## src/rtl/vtba_pkg.sv

```systemverilog
// Shared types, constants and arctangent table for the bearing CORDIC pipeline.
package vtba_pkg;

  // Coordinate and angle formats
  localparam int COORD_BITS   = 16;  // significant low bits of each 16-bit coordinate field
  localparam int GUARD_BITS   = 24;  // fraction bits added under the coordinates
  localparam int ITERATIONS   = 16;  // CORDIC micro-rotations
  localparam int ATAN_ENTRIES = 24;
  localparam int ANGLE_BITS   = 32;  // accumulator, 2^32 units per turn
  localparam int BEARING_BITS = 16;

  // Working width: coordinate, guard bits, CORDIC gain and sign headroom
  localparam int W = COORD_BITS + GUARD_BITS + 3;

  // One register stage per micro-rotation
  localparam int STAGES = (ITERATIONS < ATAN_ENTRIES) ? ITERATIONS : ATAN_ENTRIES;

  // Start to strobe: setup stage, rotation stages, output stage
  localparam int LATENCY = STAGES + 2;

  localparam logic [ANGLE_BITS-1:0] HALF_TURN  = 32'h8000_0000;
  localparam logic [ANGLE_BITS-1:0] ROUND_BIAS = 32'h0000_8000;

  localparam logic [BEARING_BITS-1:0] BEARING_UP   = 16'h0000;
  localparam logic [BEARING_BITS-1:0] BEARING_DOWN = 16'h8000;

  // atan(2^-i), rounded, in 2^32-per-turn units
  localparam logic [ANGLE_BITS-1:0] ATAN_UNITS [ATAN_ENTRIES] = '{
    32'd536870912, 32'd316933406, 32'd167458907, 32'd85004756,
    32'd42667331,  32'd21354465,  32'd10679838,  32'd5340245,
    32'd2670163,   32'd1335087,   32'd667544,    32'd333772,
    32'd166886,    32'd83443,     32'd41722,     32'd20861,
    32'd10430,     32'd5215,      32'd2608,      32'd1304,
    32'd652,       32'd326,       32'd163,       32'd81
  };

  // Pipeline word carried from stage to stage
  typedef struct packed {
    logic                   vld;
    logic                   dx_zero;  // horizontal component is zero
    logic                   dy_pos;   // vertical component points down
    logic signed [W-1:0]    u;
    logic signed [W-1:0]    v;
    logic [ANGLE_BITS-1:0]  z;
  } stage_t;

endpackage

```

## src/rtl/vtba_round.sv

```systemverilog
// Output stage: round the accumulator to 16 bits and apply the zero-dx override.
module vtba_round import vtba_pkg::*; (
  input  logic                     clk,
  input  logic                     rst_n,
  input  stage_t                   s_in,
  output logic                     out_strobe,
  output logic [BEARING_BITS-1:0]  out_bearing
);

  logic                     strobe_r;
  logic [BEARING_BITS-1:0]  bearing_r;
  logic [BEARING_BITS-1:0]  bearing_nxt;
  logic [ANGLE_BITS-1:0]    z_rnd;

  // Round to nearest; a full turn wraps to zero in the truncation
  assign z_rnd = s_in.z + ROUND_BIAS;

  always_comb begin
    if (s_in.dx_zero) begin
      bearing_nxt = s_in.dy_pos ? BEARING_DOWN : BEARING_UP;
    end else begin
      bearing_nxt = z_rnd[ANGLE_BITS-1 -: BEARING_BITS];
    end
  end

  always_ff @(posedge clk) begin
    if (!rst_n) begin
      strobe_r <= 1'b0;
    end else begin
      strobe_r <= s_in.vld;
    end
  end

  always_ff @(posedge clk) begin
    bearing_r <= bearing_nxt;
  end

  assign out_strobe  = strobe_r;
  assign out_bearing = bearing_r;

endmodule
```

## config.mk

```make
export PLATFORM = sky130hd
export DESIGN_NAME = vtba_round
export DESIGN_NICKNAME = d
export VERILOG_FILES = /design/src/rtl/vtba_pkg.sv /design/src/rtl/vtba_round.sv
export SDC_FILE = /design/constraint.sdc
export NUM_CORES = 1
export LEC_CHECK = 0
export ABC_AREA = 1
export BUFFER_PORTS_ARGS = -buffer_cell sky130_fd_sc_hd__buf_2
export CORE_ASPECT_RATIO = 1.5
export CORE_MARGIN = 2
export CORE_UTILIZATION = 25
export CTS_BUF_LIST = sky130_fd_sc_hd__clkbuf_8
export CTS_CLUSTER_DIAMETER = 200
export DETAILED_ROUTE_END_ITERATION = 7
export PLACE_DENSITY = 0.77
export SYNTH_ARGS = -nofsm -noshare
export SYNTH_HDL_FRONTEND = slang
export SYNTH_SLANG_ARGS = --single-unit
```

## constraint.sdc

```tcl
create_clock -name clk -period 1 [get_ports clk]
set_input_delay 0.15 -clock clk [delete_from_list [all_inputs] [get_ports clk]]
set_output_delay 0.15 -clock clk [all_outputs]
set_load 0.02 [all_outputs]
```

# == Yosys cells after proc, flatten, opt, wreduce, memory -nomap -nowiden ==
# Cells that the tools add are included.
# op_classes
addsub,1
n_mux,2
# ops
operator,n
adder 32 x 16 -> 32 bit (second input constant),1
two-way mux 16 bit,2
# totals
reg_bits,17
in_bits,123
output_inout_bits,17

# == Longest topological paths before layout ==
# logic_depth
word_depth,2
depth_mapped,7
depth_no_buf,7

# == Worst setup path after synthesis ==
# Ideal clock, no wire load.
# synth_path
path_type,input to register
from,input port s_in[15] in the netlist's numbering
to,"register bearing_r[11], in the netlist out_bearing[11]"
setup_time_ps,128
t_arrival_ps,806
required_time_ps,872
path_slack_ps,66
path_stages,6
n_path_buf,0
cell_sequence,ha_1 > nand2_1 > nor2_2 > nand3_1 > xor2_1 > nor2_1
# synth_via
elab_chain_len,2
# synth_lines
item,line,rtl
from (decl),vtba_round.sv:5,"input stage_t s_in,"
adder 32 x 16 -> 32 bit,vtba_round.sv:16,assign z_rnd = s_in.z + ROUND_BIAS;
two-way mux 16 bit,vtba_round.sv:19,if (s_in.dx_zero) begin
to (signal assigned),vtba_round.sv:35,bearing_r <= bearing_nxt;
to (decl),vtba_round.sv:11,logic [BEARING_BITS-1:0] bearing_r;
# Every way passes these cells.
# A chain may end at the register's enable or synchronous reset.

# == Final worst setup path ==
# layout_path
from,input port s_in[15] in the netlist's numbering
to,"register bearing_r[9], in the netlist out_bearing[9]"
# Same word-level chain as after synthesis.

==> results.py <==
metrics = {
    "worst_setup_path": {
        "crit_slowest_cell": "ha_1",
        "worstSetupPathDepth": 8,
        "critPathBufInv": 1,
        "cpMostUsedCell": "nand2_1",
        "path_cells": "buf_2 -> ha_1 -> nand2_1 -> nor2_2 -> nand2_2 -> o21ai_1 -> nand2_1 -> nor2_1",
        "worstPathArrival_ps": 1070,
        "start_kind": "input pin",
        "worstPathMaxFanout": 4,
        "critPathTopFamily": "simple AND/OR/NAND/NOR gates",
        "worstSetupEndpointType": "flip-flop",
        "cpPeakStageDelay_ps": 180,
        "crit_type": "in -> reg",
        "crit_required_ps": 1180,
    },
    "grt": {
        "grt_pass1_wl_um": 3260,
        "antenna_found_initial": 0,
        "grt_max_degree": 10,
        "track_usage_pct": 11.3,
        "grt_pass1_vias": 811,
        "gr-total-overflow": 0,
    },
    "power": {
        "ir_drop_v": 0.000626,
        "power.switching_mw": 0.390,
        "pwr-share-seq_pct": 48.8,
        "pwr-share-clk_pct": 32.5,
        "comb_power_share_pct": 18.7,
        "switching_share_pct": 26.2,
        "leakagePower_nw": 0.615,
        "power.density_nw_per_um2": 1310,
        "p_int_mw": 1.10,
    },
    "logic_synthesis": {
        "netlist_instances": 118,
        "syn_avg_cell_area_sq_um": 6.91,
        "yosysSeqAreaShare_pct": 41.7,
        "ys_seq_elements": 17,
        "synth_fp_nets": 242,
        "synth_area_sq_um": 816,
        "yosysWarnings": 0,
        "synthDistinctLibCells": 21,
    },
    "placed_design": {
        "place_inst": 200,
        "dpl.hpwl_um": 1640,
        "gp_congestion": 0.798,
        "io_buffers": 38,
    },
    "clocking": {
        "clk_pin_slew_worst_paths_ps": 60,
        "h-tree-depth": 1,
        "root_buffer": "clkbuf_8",
        "clock_path_buffers": 2,
        "postCtsSetupRepairBufs": 0,
        "cts_tree": "done",
        "ctsResizeCount": 0,
        "ctsHoldBuffers": 0,
        "cts_made_buffers": 3,
        "cts_sinks": 17,
    },
    "routing": {
        "drc_errors": 0,
        "drt_iter0_markers": 4,
        "dr.max_layer_used": "met4",
        "firstDrtPassIters": 4,
        "routedWlPerCell_um": 9.50,
        "met2WireLength_um": 1060,
        "m1WireLength_um": 731,
        "dr_wl_met3_um": 104,
        "via_per_inst": 4.23,
        "vias": 862,
        "ant_nets": 0,
        "wl_um": 1940,
    },
    "sta": {
        "worstMarginPinSlew_ps": 221,
        "tns_ps": 0,
        "max-slew-margin-rel_pct": 85.2,
        "setup_viol": 0,
        "fmax_mhz": 1130,
        "finalHoldViolCount": 0,
        "fin_crit_sh_pct": 88.4,
        "rsz0062_at_grt": "false",
        "slew_viol_final": 0,
        "hold_slack_ps": 82.9,
        "finalCriticalPeriod_ps": 884,
    },
    "die": {
        "dieWidth_um": 50.6,
        "start_util_pct": 26.1,
        "rows": 25,
        "die_area_sq_um": 3750,
        "fp.dieH_um": 74.0,
        "core_sq_um": 3130,
        "pin_count": 140,
    },
    "final_layout": {
        "nets": 289,
        "n_antenna_cell": 0,
        "final_common_cell": "buf_2",
        "final_cell_mix": "38 x buf_2, 26 x nand2_1, 21 x nor2_1",
        "fillCellCount": 361,
        "drive_gt1_share_pct": 32.9,
        "synthToLayoutAreaGrowth_pct": 39.1,
        "final_cells": 204,
    },
    "hold_path": {
        "hp-class": "in -> reg",
        "holdPathStages": 3,
    },
    "run_status": {
        "outcome": "finished clean",
    },
    "job": {
        "drv_cap": 0,
    },
}
[sequential cells by signal, indices dropped and copies added, names as in the netlist]
name / flops
out_bearing: 16
out_strobe: 1
[worst paths after layout]
kind	to	start
worst min-delay path	out_strobe	s_in[120]
worst max-delay path	out_bearing[9]	s_in[15]
[cells by family (layout without fill, tap and decap cells)]
kind of cell / count (synthesis) / count (layout) / share of synthesized area [%]
flip-flops: 17 / 17 / 41.7
AND/OR/NAND/NOR: 65 / 65 / 35.4
AO/OA/AOI/OAI: 15 / 15 / 10.3
adder cells (fa/ha/maj): 1 / 1 / 1.53
buffers and inverters: 17 / 63 / 7.82
XOR/XNOR: 3 / 3 / 3.22
[synthesized netlist by cell type, drive strengths merged]
cell type | n | area, sq um
dfxtp | 17 | 340
nor2 | 24 | 103
a21oi | 8 | 40.0
xnor2 | 1 | 8.76
o21bai | 1 | 11.3
nand4 | 3 | 18.8
ha | 1 | 12.5
nor3 | 1 | 5.00
o21a | 1 | 7.51
and2 | 1 | 7.51
clkbuf | 1 | 3.75
o21ai | 5 | 25.0
nand3 | 8 | 45.0
xor2 | 2 | 17.5
nand2 | 28 | 110
inv | 16 | 60.1
[layer usage]
metal / vias up / global-route usage (%)
met5: - / 0
met2: 21 / 23.0
li1: 464 / -
met1: 373 / 10.9
met4: 0 / 5.41
met3: 4 / 1.61
[power groups by stage]
stage               sequential, mW  combinational [mW]  clock [mW]
global placement             0.740               0.276           0
global route                 0.728               0.311       0.531
detailed placement           0.741               0.280           0
floorplan                    0.796              0.0943           0
finish                       0.726               0.278       0.484
CTS                          0.726               0.282       0.511
[stage by stage]
stage	total power [mW]	area (sq um)	worst slack, ps	utilization, %
2_1_floorplan	0.891	816	66.2	-
4_1_cts	1.52	1130	111	36.3
3_5_place_dp	1.02	1090	-137	34.8
6_report	1.49	1130	116	36.3
3_3_place_gp	1.02	1090	-124	34.8
5_1_grt	1.57	1130	14.8	36.3
[area by class of cell]
class                      count  area (sq um)  area share, %
clock inverter                 1          3.75          0.331
clock buffer                   3          41.3           3.64
timing repair buffer          43           228           20.1
sequential                    17           340           30.0
multi-input combinational     84           412           36.3
tap                           40          50.0           4.41
inverter                      16          60.1           5.29
Note: power is estimated with default switching activity, not from simulation.
