<file path="src/rtl/vtba_pkg.sv">
// Shared types, constants and arctangent table for the bearing CORDIC pipeline.
package vtba_pkg;

  // Coordinate and angle formats
  localparam int COORD_BITS   = 16;  // significant low bits of each 16-bit coordinate field
  localparam int GUARD_BITS   = 24;  // fraction bits added under the coordinates
  localparam int ITERATIONS   = 16;  // CORDIC micro-rotations
  localparam int ATAN_ENTRIES = 24;
  localparam int ANGLE_BITS   = 32;  // accumulator, 2^32 units per turn
  localparam int BEARING_BITS = 16;

  // Working width: coordinate, guard bits, CORDIC gain and sign headroom
  localparam int W = COORD_BITS + GUARD_BITS + 3;

  // One register stage per micro-rotation
  localparam int STAGES = (ITERATIONS < ATAN_ENTRIES) ? ITERATIONS : ATAN_ENTRIES;

  // Start to strobe: setup stage, rotation stages, output stage
  localparam int LATENCY = STAGES + 2;

  localparam logic [ANGLE_BITS-1:0] HALF_TURN  = 32'h8000_0000;
  localparam logic [ANGLE_BITS-1:0] ROUND_BIAS = 32'h0000_8000;

  localparam logic [BEARING_BITS-1:0] BEARING_UP   = 16'h0000;
  localparam logic [BEARING_BITS-1:0] BEARING_DOWN = 16'h8000;

  // atan(2^-i), rounded, in 2^32-per-turn units
  localparam logic [ANGLE_BITS-1:0] ATAN_UNITS [ATAN_ENTRIES] = '{
    32'd536870912, 32'd316933406, 32'd167458907, 32'd85004756,
    32'd42667331,  32'd21354465,  32'd10679838,  32'd5340245,
    32'd2670163,   32'd1335087,   32'd667544,    32'd333772,
    32'd166886,    32'd83443,     32'd41722,     32'd20861,
    32'd10430,     32'd5215,      32'd2608,      32'd1304,
    32'd652,       32'd326,       32'd163,       32'd81
  };

  // Pipeline word carried from stage to stage
  typedef struct packed {
    logic                   vld;
    logic                   dx_zero;  // horizontal component is zero
    logic                   dy_pos;   // vertical component points down
    logic signed [W-1:0]    u;
    logic signed [W-1:0]    v;
    logic [ANGLE_BITS-1:0]  z;
  } stage_t;

endpackage

</file>
<file path="src/rtl/vtba_prep.sv">
// Setup stage: sign-extend, scale and fold the vector into the right half-plane.
module vtba_prep import vtba_pkg::*; (
  input  logic         clk,
  input  logic         rst_n,
  input  logic         start,
  input  logic [15:0]  in_vec_x,
  input  logic [15:0]  in_vec_y,
  output stage_t       prep_r
);

  logic signed [W-1:0] dx_s;
  logic signed [W-1:0] dy_s;
  stage_t              prep_nxt;

  // Sign-extend the low coordinate bits and shift in the guard bits
  assign dx_s = {{(W-COORD_BITS){in_vec_x[COORD_BITS-1]}}, in_vec_x[COORD_BITS-1:0]}
                <<< GUARD_BITS;
  assign dy_s = {{(W-COORD_BITS){in_vec_y[COORD_BITS-1]}}, in_vec_y[COORD_BITS-1:0]}
                <<< GUARD_BITS;

  // (u, v) = (-dy, dx); a downward vector is turned half a turn first
  always_comb begin
    prep_nxt.vld     = start;
    prep_nxt.dx_zero = (dx_s == '0);
    prep_nxt.dy_pos  = !dy_s[W-1] && (dy_s != '0);
    if (prep_nxt.dy_pos) begin
      prep_nxt.u = dy_s;
      prep_nxt.v = -dx_s;
      prep_nxt.z = HALF_TURN;
    end else begin
      prep_nxt.u = -dy_s;
      prep_nxt.v = dx_s;
      prep_nxt.z = '0;
    end
  end

  always_ff @(posedge clk) begin
    if (!rst_n) begin
      prep_r <= '0;
    end else begin
      prep_r <= prep_nxt;
    end
  end

endmodule

</file>
<file path="config.mk">
export PLATFORM = sky130hd
export DESIGN_NAME = vtba_prep
export DESIGN_NICKNAME = d
export VERILOG_FILES = /design/src/rtl/vtba_pkg.sv /design/src/rtl/vtba_prep.sv
export SDC_FILE = /design/constraint.sdc
export NUM_CORES = 1
export LEC_CHECK = 0
export ABC_AREA = 0
export ABC_CLOCK_PERIOD_IN_PS = 2200
export BUFFER_PORTS_ARGS = -buffer_cell sky130_fd_sc_hd__clkbuf_2
export CAP_MARGIN = 20
export CORE_MARGIN = 10
export CORE_UTILIZATION = 39
export CTS_CLUSTER_SIZE = 20
export DETAILED_ROUTE_END_ITERATION = 8
export HOLD_SLACK_MARGIN = 0.03
export PLACE_DENSITY = 0.77
export SLEW_MARGIN = 5
export SYNTH_ARGS = -nofsm -noshare
export SYNTH_HDL_FRONTEND = slang
export SYNTH_SLANG_ARGS = --single-unit
</file>
<file path="constraint.sdc">
create_clock -name clk -period 2.2 [get_ports clk]
set_clock_uncertainty 0.1 [all_clocks]
set_input_delay 0.44 -clock clk [delete_from_list [all_inputs] [get_ports clk]]
set_output_delay 0.44 -clock clk [all_outputs]
set_load 0.01 [all_outputs]
</file>
# Yosys cells after proc, flatten, opt, wreduce, memory -nomap -nowiden
# Cells that the tools add are included.
# Widths: inputs -> output; s select.
[op_classes]
n_addsub = 2
n_mux = 1
n_bitwise = 1
reduce_logical = 6
[ops]
columns = ["op", "count"]
rows = [
  ["$mux 118", 1],
  ["$neg 40->43", 2],
  ["$logic_not 43->1", 1],
  ["$reduce_bool 43->1", 1],
  ["$reduce_and 2->1", 1],
  ["$reduce_or 2->1", 1],
  ["$logic_and 1x1->1", 1],
  ["$logic_not 1->1", 1],
  ["$not 1->1", 1],
]
[word_totals]
register_bits = 121
inputBits = 35
wordCells = 18

# Depth between registers and ports, before layout
# Gate-level depths: netlist of run 1.
[logic_depth]
ltp_word = 3
depth_mapped = 9

# Worst setup path before layout of run 1
# No wires, ideal clock.
[synth_path]
path_kind = "in2reg"
start = "input in_vec_y[3]"
end = "register prep_r[106] (netlist name)"
setup_time_ps = 70
t_arrival_ps = 2008
required_ps = 2030
slack_ps = 22
path_stages = 6
path_cell_list = "or4_4 nor4_4 a21oi_2 buf_6 or3_1 a21boi_1"
[synth_via]
elab_chain_cells = 3
[synth_lines]
columns = ["element", "line_no", "source"]
rows = [
  ["from (decl)", "vtba_prep.sv:7", "input logic [15:0] in_vec_y,"],
  ["parallel branches: the longest is 2 deep, another holds $neg 40->43", "--", ""],
  ["$mux 118 *", "vtba_prep.sv:26", "if (prep_nxt.dy_pos) begin"],
  ["to (signal assigned)", "vtba_prep.sv:41", "prep_r <= prep_nxt;"],
  ["to (decl)", "vtba_prep.sv:8", "output stage_t prep_r"],
]
# Mark *: on every way between the ends.
# A chain may end at the register's enable or synchronous reset.

# Final worst setup path of run 1
[layout_path]
start = "input in_vec_y[3]"
end = "register prep_r[112] (netlist name)"
# Same word-level chain as after synthesis.

==> results.yml, run 1 <==
outcome:
  status: "finished clean"
power:
  ir_worst_vdd_uv: 361
  power_density_mw_per_mm2: 563
  p_leak_uw: 0.00147
synth:
  synthesis.area_sq_mm: 0.00247
  synth_area_leaders: "dfxtp_1 33%, buf_4 24%, and2_1 3.6%"
  syn_inst: 286
  synth_warnings: 0
  yosys.cell_count.top_type: "buf_4"
  ys_ff_latch: 41
  synth_cell_type_count: 38
  syn_area_per_cell_sq_um: 8.62
  ys_seq_area_share_pct: 33.3
  synth.largest_area_cell: "dfxtp_1"
  netlist.area_leader.share_pct: 33.3
  ys_top_cells_by_count: "80 x buf_4, 41 x dfxtp_1, 16 x nand2_1"
  synth-edff-count: 0
  synthFlopType: "dfxtp_1"
  async_reset_ff_share_pct: 0
placed_design:
  place_ws_ns: -0.208
  hpwl_um: 5360
  routabilityCongestion: 0.827
  dp_cells: 452
  io_buffers: 76
  placedInstanceArea_sq_mm: 0.00278
setup_path:
  cp_cell_sequence: "clkbuf_2 > or4_4 > or4_1 > nor4_1 > or3_1 > a21boi_1"
  cp_max_fo: 4
  timing.critical_path.buf_inv: 1
  path_delay_family: "simple AND/OR/NAND/NOR gates"
  end_kind: "register"
  max_stage_delay_ns: 0.60
  critPathSlowestCell: "or4_1"
  start_kind: "input pin"
  crit_arrival_ns: 2.18
  required_ns: 2.28
  path_class: "input pin to register"
floorplanning:
  initial_core_util_pct: 40.9
  fp.dieH_um: 99.5
  dieArea_sq_mm: 0.00990
  core_sq_mm: 0.00603
  num_io_pins: 156
  die_w_um: 99.5
  num_rows: 28
sta:
  fin_ws_ns: 0.101
  finalSetupViolCount: 0
  hold_viol: 0
  drv_slew: 0
  fmax_mhz: 476
  rsz0062_at_grt: "no"
  worst_pin_slew_ns: 0.658
  fin_crit_sh_pct: 95.4
  timing.final.crit_period_ns: 2.10
  relSlewSlack_pct: 56.1
final_layout:
  multi_input_area_sq_mm: 0.00128
  diodes: 0
  design_area_sq_mm: 0.00287
  nets: 422
  regMostFlops: "prep_r"
  seqCellArea_sq_um: 821
  top_regs: "prep_r x41"
  syn_to_final_growth_pct: 16.5
  fillCellCount: 600
  final_cells: 460
  largest_reg_flops: 41
  layout-drive-gt1-share_pct: 29.6
clock_tree:
  cts.sinks: 41
  cts_hold_buf: 0
  cts_buffers: 5
  clk_pin_slew_worst_paths_ns: 0.07
  cts_buffer_depth: 2
  cts_root_buf: "clkbuf_8"
  htreeDepth: 2
  cts_tree: "done"
drt:
  wirelength_um: 6210
  wire_per_inst_um: 13.5
  vias_per_cell: 4.36
  route.detailed.drc: 0
  vias: 2007
  postRouteAntennaNets: 0
  drt_iter0_drc: 101
  first_pass_iters: 4
global_route:
  grt_pass1_wl_um: 9820
  antenna_found_initial: 0
  grt_start_max_net_pins: 24
  grt_overflow_total: 0
  track_usage_pct: 11.9
  grt_pass1_vias: 2162
min_path:
  hp-class: "input pin to register"
run:
  cap_violations: 0
layout make-up:
| type | count | area share [%] |
|---|---|---|
| sequential | 41 | 28.6 |
| tap | 75 | 3.27 |
| clock buffer | 8 | 2.79 |
| inverter | 7 | 0.915 |
| timing repair buffer | 101 | 19.8 |
| multi-input combinational | 228 | 44.7 |
power breakdown:
part,internal (uW),switching [uW]
Combinational,132,215
Sequential,790,12.4
Clock,225,244
Total,1150,471
path summary, 6_finish.rpt:
path | start | endpoint | depth (start not counted)
setup / recovery | in_vec_y[3] | prep_r[112] | 6
hold / removal | start | prep_r[120] | 2
cell usage in the layout, fill, tap and decap left out, types with 2 or more instances in the layout:
cell	Yosys	final
a21boi_0	6	6
a21boi_1	11	11
a21oi_1	2	2
a221oi_1	4	4
and2_1	14	14
buf_4	80	25
clkbuf_1	6	3
clkbuf_2	0	76
clkbuf_8	0	5
conb_1	1	81
dfxtp_1	41	41
ha_1	3	3
inv_1	7	7
mux2i_1	6	6
nand2_1	16	16
nand2b_1	7	7
nor2_1	11	11
nor3_1	6	6
nor4_1	5	4
o21ai_0	15	15
or3_1	13	13
or4_1	5	5
xor2_1	7	7
what timing repair did:
action,in CTS,in global routing
endpoints found under the hold margin,0,0
setup endpoints to repair,0,2
buffers inserted,0,0
resized for setup,0,3
logic make-up after synthesis:
group,synth area share [%]
xor+xnor,2.84
simple gates,19.3
mux,2.89
buf+inv,27.4
other cells,0.152
fa+ha+maj,1.52
compound gates,12.6
flops,33.3
metal layers:
layer  up-vias  part of all wire [%]  track usage [%]
met3        10                    11             6.57
met4         0                   1.8             4.63
met5         -                     0                0
met1       894                    40             12.1
li1        999                     -                -
met2       104                    47             20.0
per-stage QoR:
step / setup TNS [ns] / power [uW] / hold slack [ns] / utilization [%]
6_report: 0 / 1620 / 0.258 / 47.7
3_5_place_dp: -3.08 / 1160 / 0.553 / 46.1
3_3_place_gp: -2.23 / 1150 / 0.548 / 46.1
2_1_floorplan: 0 / 1120 / 0.462 / -
4_1_cts: 0 / 1630 / 0.254 / 47.4
5_1_grt: 0 / 1700 / 0.267 / 47.7
(Power assumes the default switching activity.)
==> inputs of run 2 (changes only) <==
--- a/config.mk
+++ b/config.mk
@@ -9,12 +9,14 @@
 export ABC_CLOCK_PERIOD_IN_PS = 2200
 export BUFFER_PORTS_ARGS = -buffer_cell sky130_fd_sc_hd__clkbuf_2
 export CAP_MARGIN = 20
+export CELL_PAD_IN_SITES_DETAIL_PLACEMENT = 2
+export CELL_PAD_IN_SITES_GLOBAL_PLACEMENT = 2
 export CORE_MARGIN = 10
-export CORE_UTILIZATION = 39
+export CORE_UTILIZATION = 20
 export CTS_CLUSTER_SIZE = 20
 export DETAILED_ROUTE_END_ITERATION = 8
 export HOLD_SLACK_MARGIN = 0.03
-export PLACE_DENSITY = 0.77
+export PLACE_DENSITY_LB_ADDON = 0.1
 export SLEW_MARGIN = 5
 export SYNTH_ARGS = -nofsm -noshare
 export SYNTH_HDL_FRONTEND = slang
==> results.yml, run 2 (synthesized netlist as in run 1, its figures left out) <==
outcome:
  status: "finished clean"
clock_tree:
  clk_pin_slew_worst_paths_ns: 0.06
  cts.repair.resized: 0
  cts_buffers: 5
  htreeDepth: 2
  cts_buffer_depth: 2
  cts_root_buf: "clkbuf_16"
  cts_hold_buf: 0
  cts.sinks: 41
  cts_tree: "done"
  post_cts_buffers: 0
final_layout:
  layout-drive-gt1-share_pct: 31.3
  multi_input_area_sq_mm: 0.00129
  nets: 427
  final_cell_mix: "81 x conb_1, 76 x clkbuf_2, 41 x dfxtp_1"
  seqCellArea_sq_um: 821
  regMostFlops: "prep_r"
  diodes: 0
  post-route-util_pct: 25.9
  syn_to_final_growth_pct: 26.9
  fillCellCount: 1430
  largest_reg_flops: 41
  final_common_cell: "conb_1"
  top_regs: "prep_r x41"
  design_area_sq_mm: 0.00313
global_route:
  grt_pass1_vias: 2301
  antenna_found_initial: 0
  track_usage_pct: 9.34
  grt_overflow_total: 0
  grt_start_max_net_pins: 17
  grt_pass1_wl_um: 12300
setup_path:
  crit_arrival_ns: 2.21
  required_ns: 2.32
  start_kind: "input pin"
  cp_max_fo: 3
  end_kind: "register"
  path_class: "input pin to register"
power:
  p_leak_uw: 0.00154
  finalPower_uw: 2050
  power_density_mw_per_mm2: 654
  ir_worst_vdd_uv: 229
drt:
  vias_per_cell: 3.70
  drt_iter0_drc: 54
  first_pass_iters: 4
  postRouteAntennaNets: 0
  vias: 2062
  route.detailed.drc: 0
  wire_per_inst_um: 14.7
  wirelength_um: 8220
sta:
  fin_ws_ns: 0.115
  holdWs_ns: 0.253
  fmax_mhz: 480
  finalSetupViolCount: 0
  hold_viol: 0
  rsz0062_at_grt: "no"
  fin_crit_sh_pct: 94.8
  drv_slew: 0
  timing.final.crit_period_ns: 2.09
floorplanning:
  core_sq_mm: 0.0121
  initial_core_util_pct: 20.4
  fp.dieH_um: 131
  num_io_pins: 156
  die_w_um: 131
  dieArea_sq_mm: 0.0172
  num_rows: 40
run:
  cap_violations: 0
placed_design:
  placedInstanceArea_sq_mm: 0.00293
  routabilityCongestion: 0.694
  place_ws_ns: -0.240
  hpwl_um: 6920
  io_buffers: 76
min_path:
  hp-class: "input pin to register"
-- run 2: cell count changes in the layout (fill, tap and decap cells not counted), sizes merged --
cell | previous run | this run
bufinv | 0 | 1
clkbuf | 84 | 83
buf | 25 | 30
-- run 2: cell type report --
class	count	area share (%)
clock buffer	7	4.56
clock inverter	1	0.960
inverter	7	0.840
multi-input combinational	228	41.1
sequential	41	26.2
tap	168	6.72
timing repair buffer	106	19.6
-- run 2: worst paths after layout --
kind              slack, ns     endpoint        start  cells after the start
hold / removal         0.25  prep_r[120]        start                      2
setup / recovery       0.11   prep_r[68]  in_vec_x[0]                      7
-- run 2: power breakdown --
part | switching [uW] | total (uW) | internal (uW)
Sequential | 14.3 | 805 | 790
Combinational | 227 | 363 | 137
Clock | 310 | 877 | 568
Total | 551 | 2050 | 1490
-- run 2: critical path, cell delays in order --
cell,delay [ns]
clkbuf_2,0.09
inv_1,0.05
ha_1,0.16
or3b_2,0.49
or4_1,0.46
o31ai_1,0.30
mux2i_1,0.21
-- run 2: metal layers --
| metal | global-route usage [%] | wire, um | up-vias |
|---|---|---|---|
| met5 | 0 | 0 | - |
| met4 | 3.14 | 100 | 0 |
| li1 | - | - | 1005 |
| met1 | 10.3 | 3300 | 969 |
| met2 | 15.7 | 4030 | 83 |
| met3 | 4.11 | 792 | 5 |
-- run 2: through the flow --
stage,setup TNS [ns],instances
global placement,-3.83,550
detailed placement,-4.47,550
floorplan,0,366
global route,0,558
CTS,0,558
finish,0,558
==> inputs of run 3 (changes only) <==
--- a/config.mk
+++ b/config.mk
@@ -13,8 +13,10 @@
 export CELL_PAD_IN_SITES_GLOBAL_PLACEMENT = 2
 export CORE_MARGIN = 10
 export CORE_UTILIZATION = 20
+export CTS_BUF_LIST = sky130_fd_sc_hd__clkbuf_16
 export CTS_CLUSTER_SIZE = 20
 export DETAILED_ROUTE_END_ITERATION = 8
+export GPL_ROUTABILITY_DRIVEN = 0
 export HOLD_SLACK_MARGIN = 0.03
 export PLACE_DENSITY_LB_ADDON = 0.1
 export SLEW_MARGIN = 5
==> results.yml, run 3 (synthesized netlist as in run 1, its figures left out) <==
global_route:
  antenna_found_initial: 0
  grt_overflow_total: 0
  grt_pass1_wl_um: 12300
  grt_pass1_vias: 2297
  grt_start_max_net_pins: 17
  track_usage_pct: 9.33
power:
  p_comb_share_pct: 18.1
  power_density_mw_per_mm2: 642
  ir_worst_vdd_uv: 229
  seq_power_share_pct: 40.2
  clkPwrFrac_pct: 41.7
  finalPower_uw: 2000
  p_leak_uw: 0.00154
  p_int_uw: 1460
  power.switching_uw: 549
  swShare_pct: 27.4
sta:
  fin_ws_ns: 0.115
  hold_viol: 0
  timing.final.crit_period_ns: 2.09
  rsz0062_at_grt: "no"
  fin_crit_sh_pct: 94.8
  fmax_mhz: 480
  finalSetupViolCount: 0
  drv_slew: 0
  holdWs_ns: 0.254
  fin_setup_tns_ns: 0
final_layout:
  nets: 427
  post-route-util_pct: 25.9
  final_cell_mix: "81 x conb_1, 76 x clkbuf_2, 41 x dfxtp_1"
  regMostFlops: "prep_r"
  syn_to_final_growth_pct: 26.5
  layout-drive-gt1-share_pct: 31.0
  top_regs: "prep_r x41"
  multi_input_area_sq_mm: 0.00129
  final_common_cell: "conb_1"
  seqCellArea_sq_um: 821
  diodes: 0
  largest_reg_flops: 41
  fillCellCount: 1431
run:
  cap_violations: 0
drt:
  drt-met1-wl_um: 3310
  vias: 2055
  wl_met3_um: 792
  wirelength_um: 8230
  vias_per_cell: 3.68
  first_pass_iters: 4
  route.detailed.drc: 0
  drt_iter0_drc: 40
  highest_layer: "met4"
  met2_length_um: 4020
  postRouteAntennaNets: 0
  wire_per_inst_um: 14.7
setup_path:
  timing.critical_path.buf_inv: 2
  cp_cell_sequence: "clkbuf_2 > inv_1 > ha_1 > or3b_2 > or4_1 > o31ai_1 > mux2i_1"
  crit_arrival_ns: 2.21
  start_kind: "input pin"
  required_ns: 2.32
  end_kind: "register"
  max_stage_delay_ns: 0.49
  critPathSlowestCell: "or3b_2"
  path_class: "input pin to register"
  path_delay_family: "simple AND/OR/NAND/NOR gates"
  cp_max_fo: 3
clock_tree:
  cts.sinks: 41
  cts_tree: "done"
  clk_pin_slew_worst_paths_ns: 0.06
  cts.repair.resized: 0
  cts_root_buf: "clkbuf_16"
  cts_hold_buf: 0
  cts_buffer_depth: 2
  post_cts_buffers: 0
  htreeDepth: 2
  cts_buffers: 5
floorplanning:
  dieArea_sq_mm: 0.0172
  fp.dieH_um: 131
  num_io_pins: 156
  initial_core_util_pct: 20.4
  die_w_um: 131
  num_rows: 40
  core_sq_mm: 0.0121
min_path:
  hp-class: "input pin to register"
outcome:
  status: "finished clean"
placed_design:
  io_buffers: 76
  place_ws_ns: -0.240
  hpwl_um: 6920
==> run 3: cell count changes in the layout (fill, tap and decap cells not counted) <==
cell | previous run | this run
clkbuf_1 | 1 | 0
clkbuf_8 | 1 | 0
clkinv_1 | 0 | 1
inv_1 | 7 | 8
==> run 3: final cells by class <==
class | instances | area share, %
Clock buffer | 5 | 4.01
Multi-Input combinational cell | 228 | 41.2
Sequential cell | 41 | 26.3
Tap cell | 168 | 6.74
Timing Repair Buffer | 106 | 19.7
Clock inverter | 3 | 1.20
Inverter | 7 | 0.842
==> run 3: metrics by stage <==
stage                     cells  area, sq um
after floorplan             366         2770
after global placement      550         2930
after detailed placement    550         2930
after CTS                   558         3100
after global routing        558         3120
final                       558         3120
==> run 3: power by group through the flow <==
stage,Clock (uW),Combinational (uW),Sequential (uW)
2_1_floorplan,0,273,844
3_3_place_gp,0,358,821
3_5_place_dp,0,361,822
4_1_cts,880,363,806
5_1_grt,908,413,809
6_report,836,363,805
==> run 3: worst paths after layout <==
check                   start           to  cells past startpoint
setup / recovery  in_vec_x[0]   prep_r[68]                      7
hold / removal          start  prep_r[120]                      2
==> run 3: routing by layer <==
layer	vias up	global-route usage (%)
met5	-	0
met4	0	3.14
met3	5	4.11
met2	83	15.7
met1	962	10.3
li1	1005	-
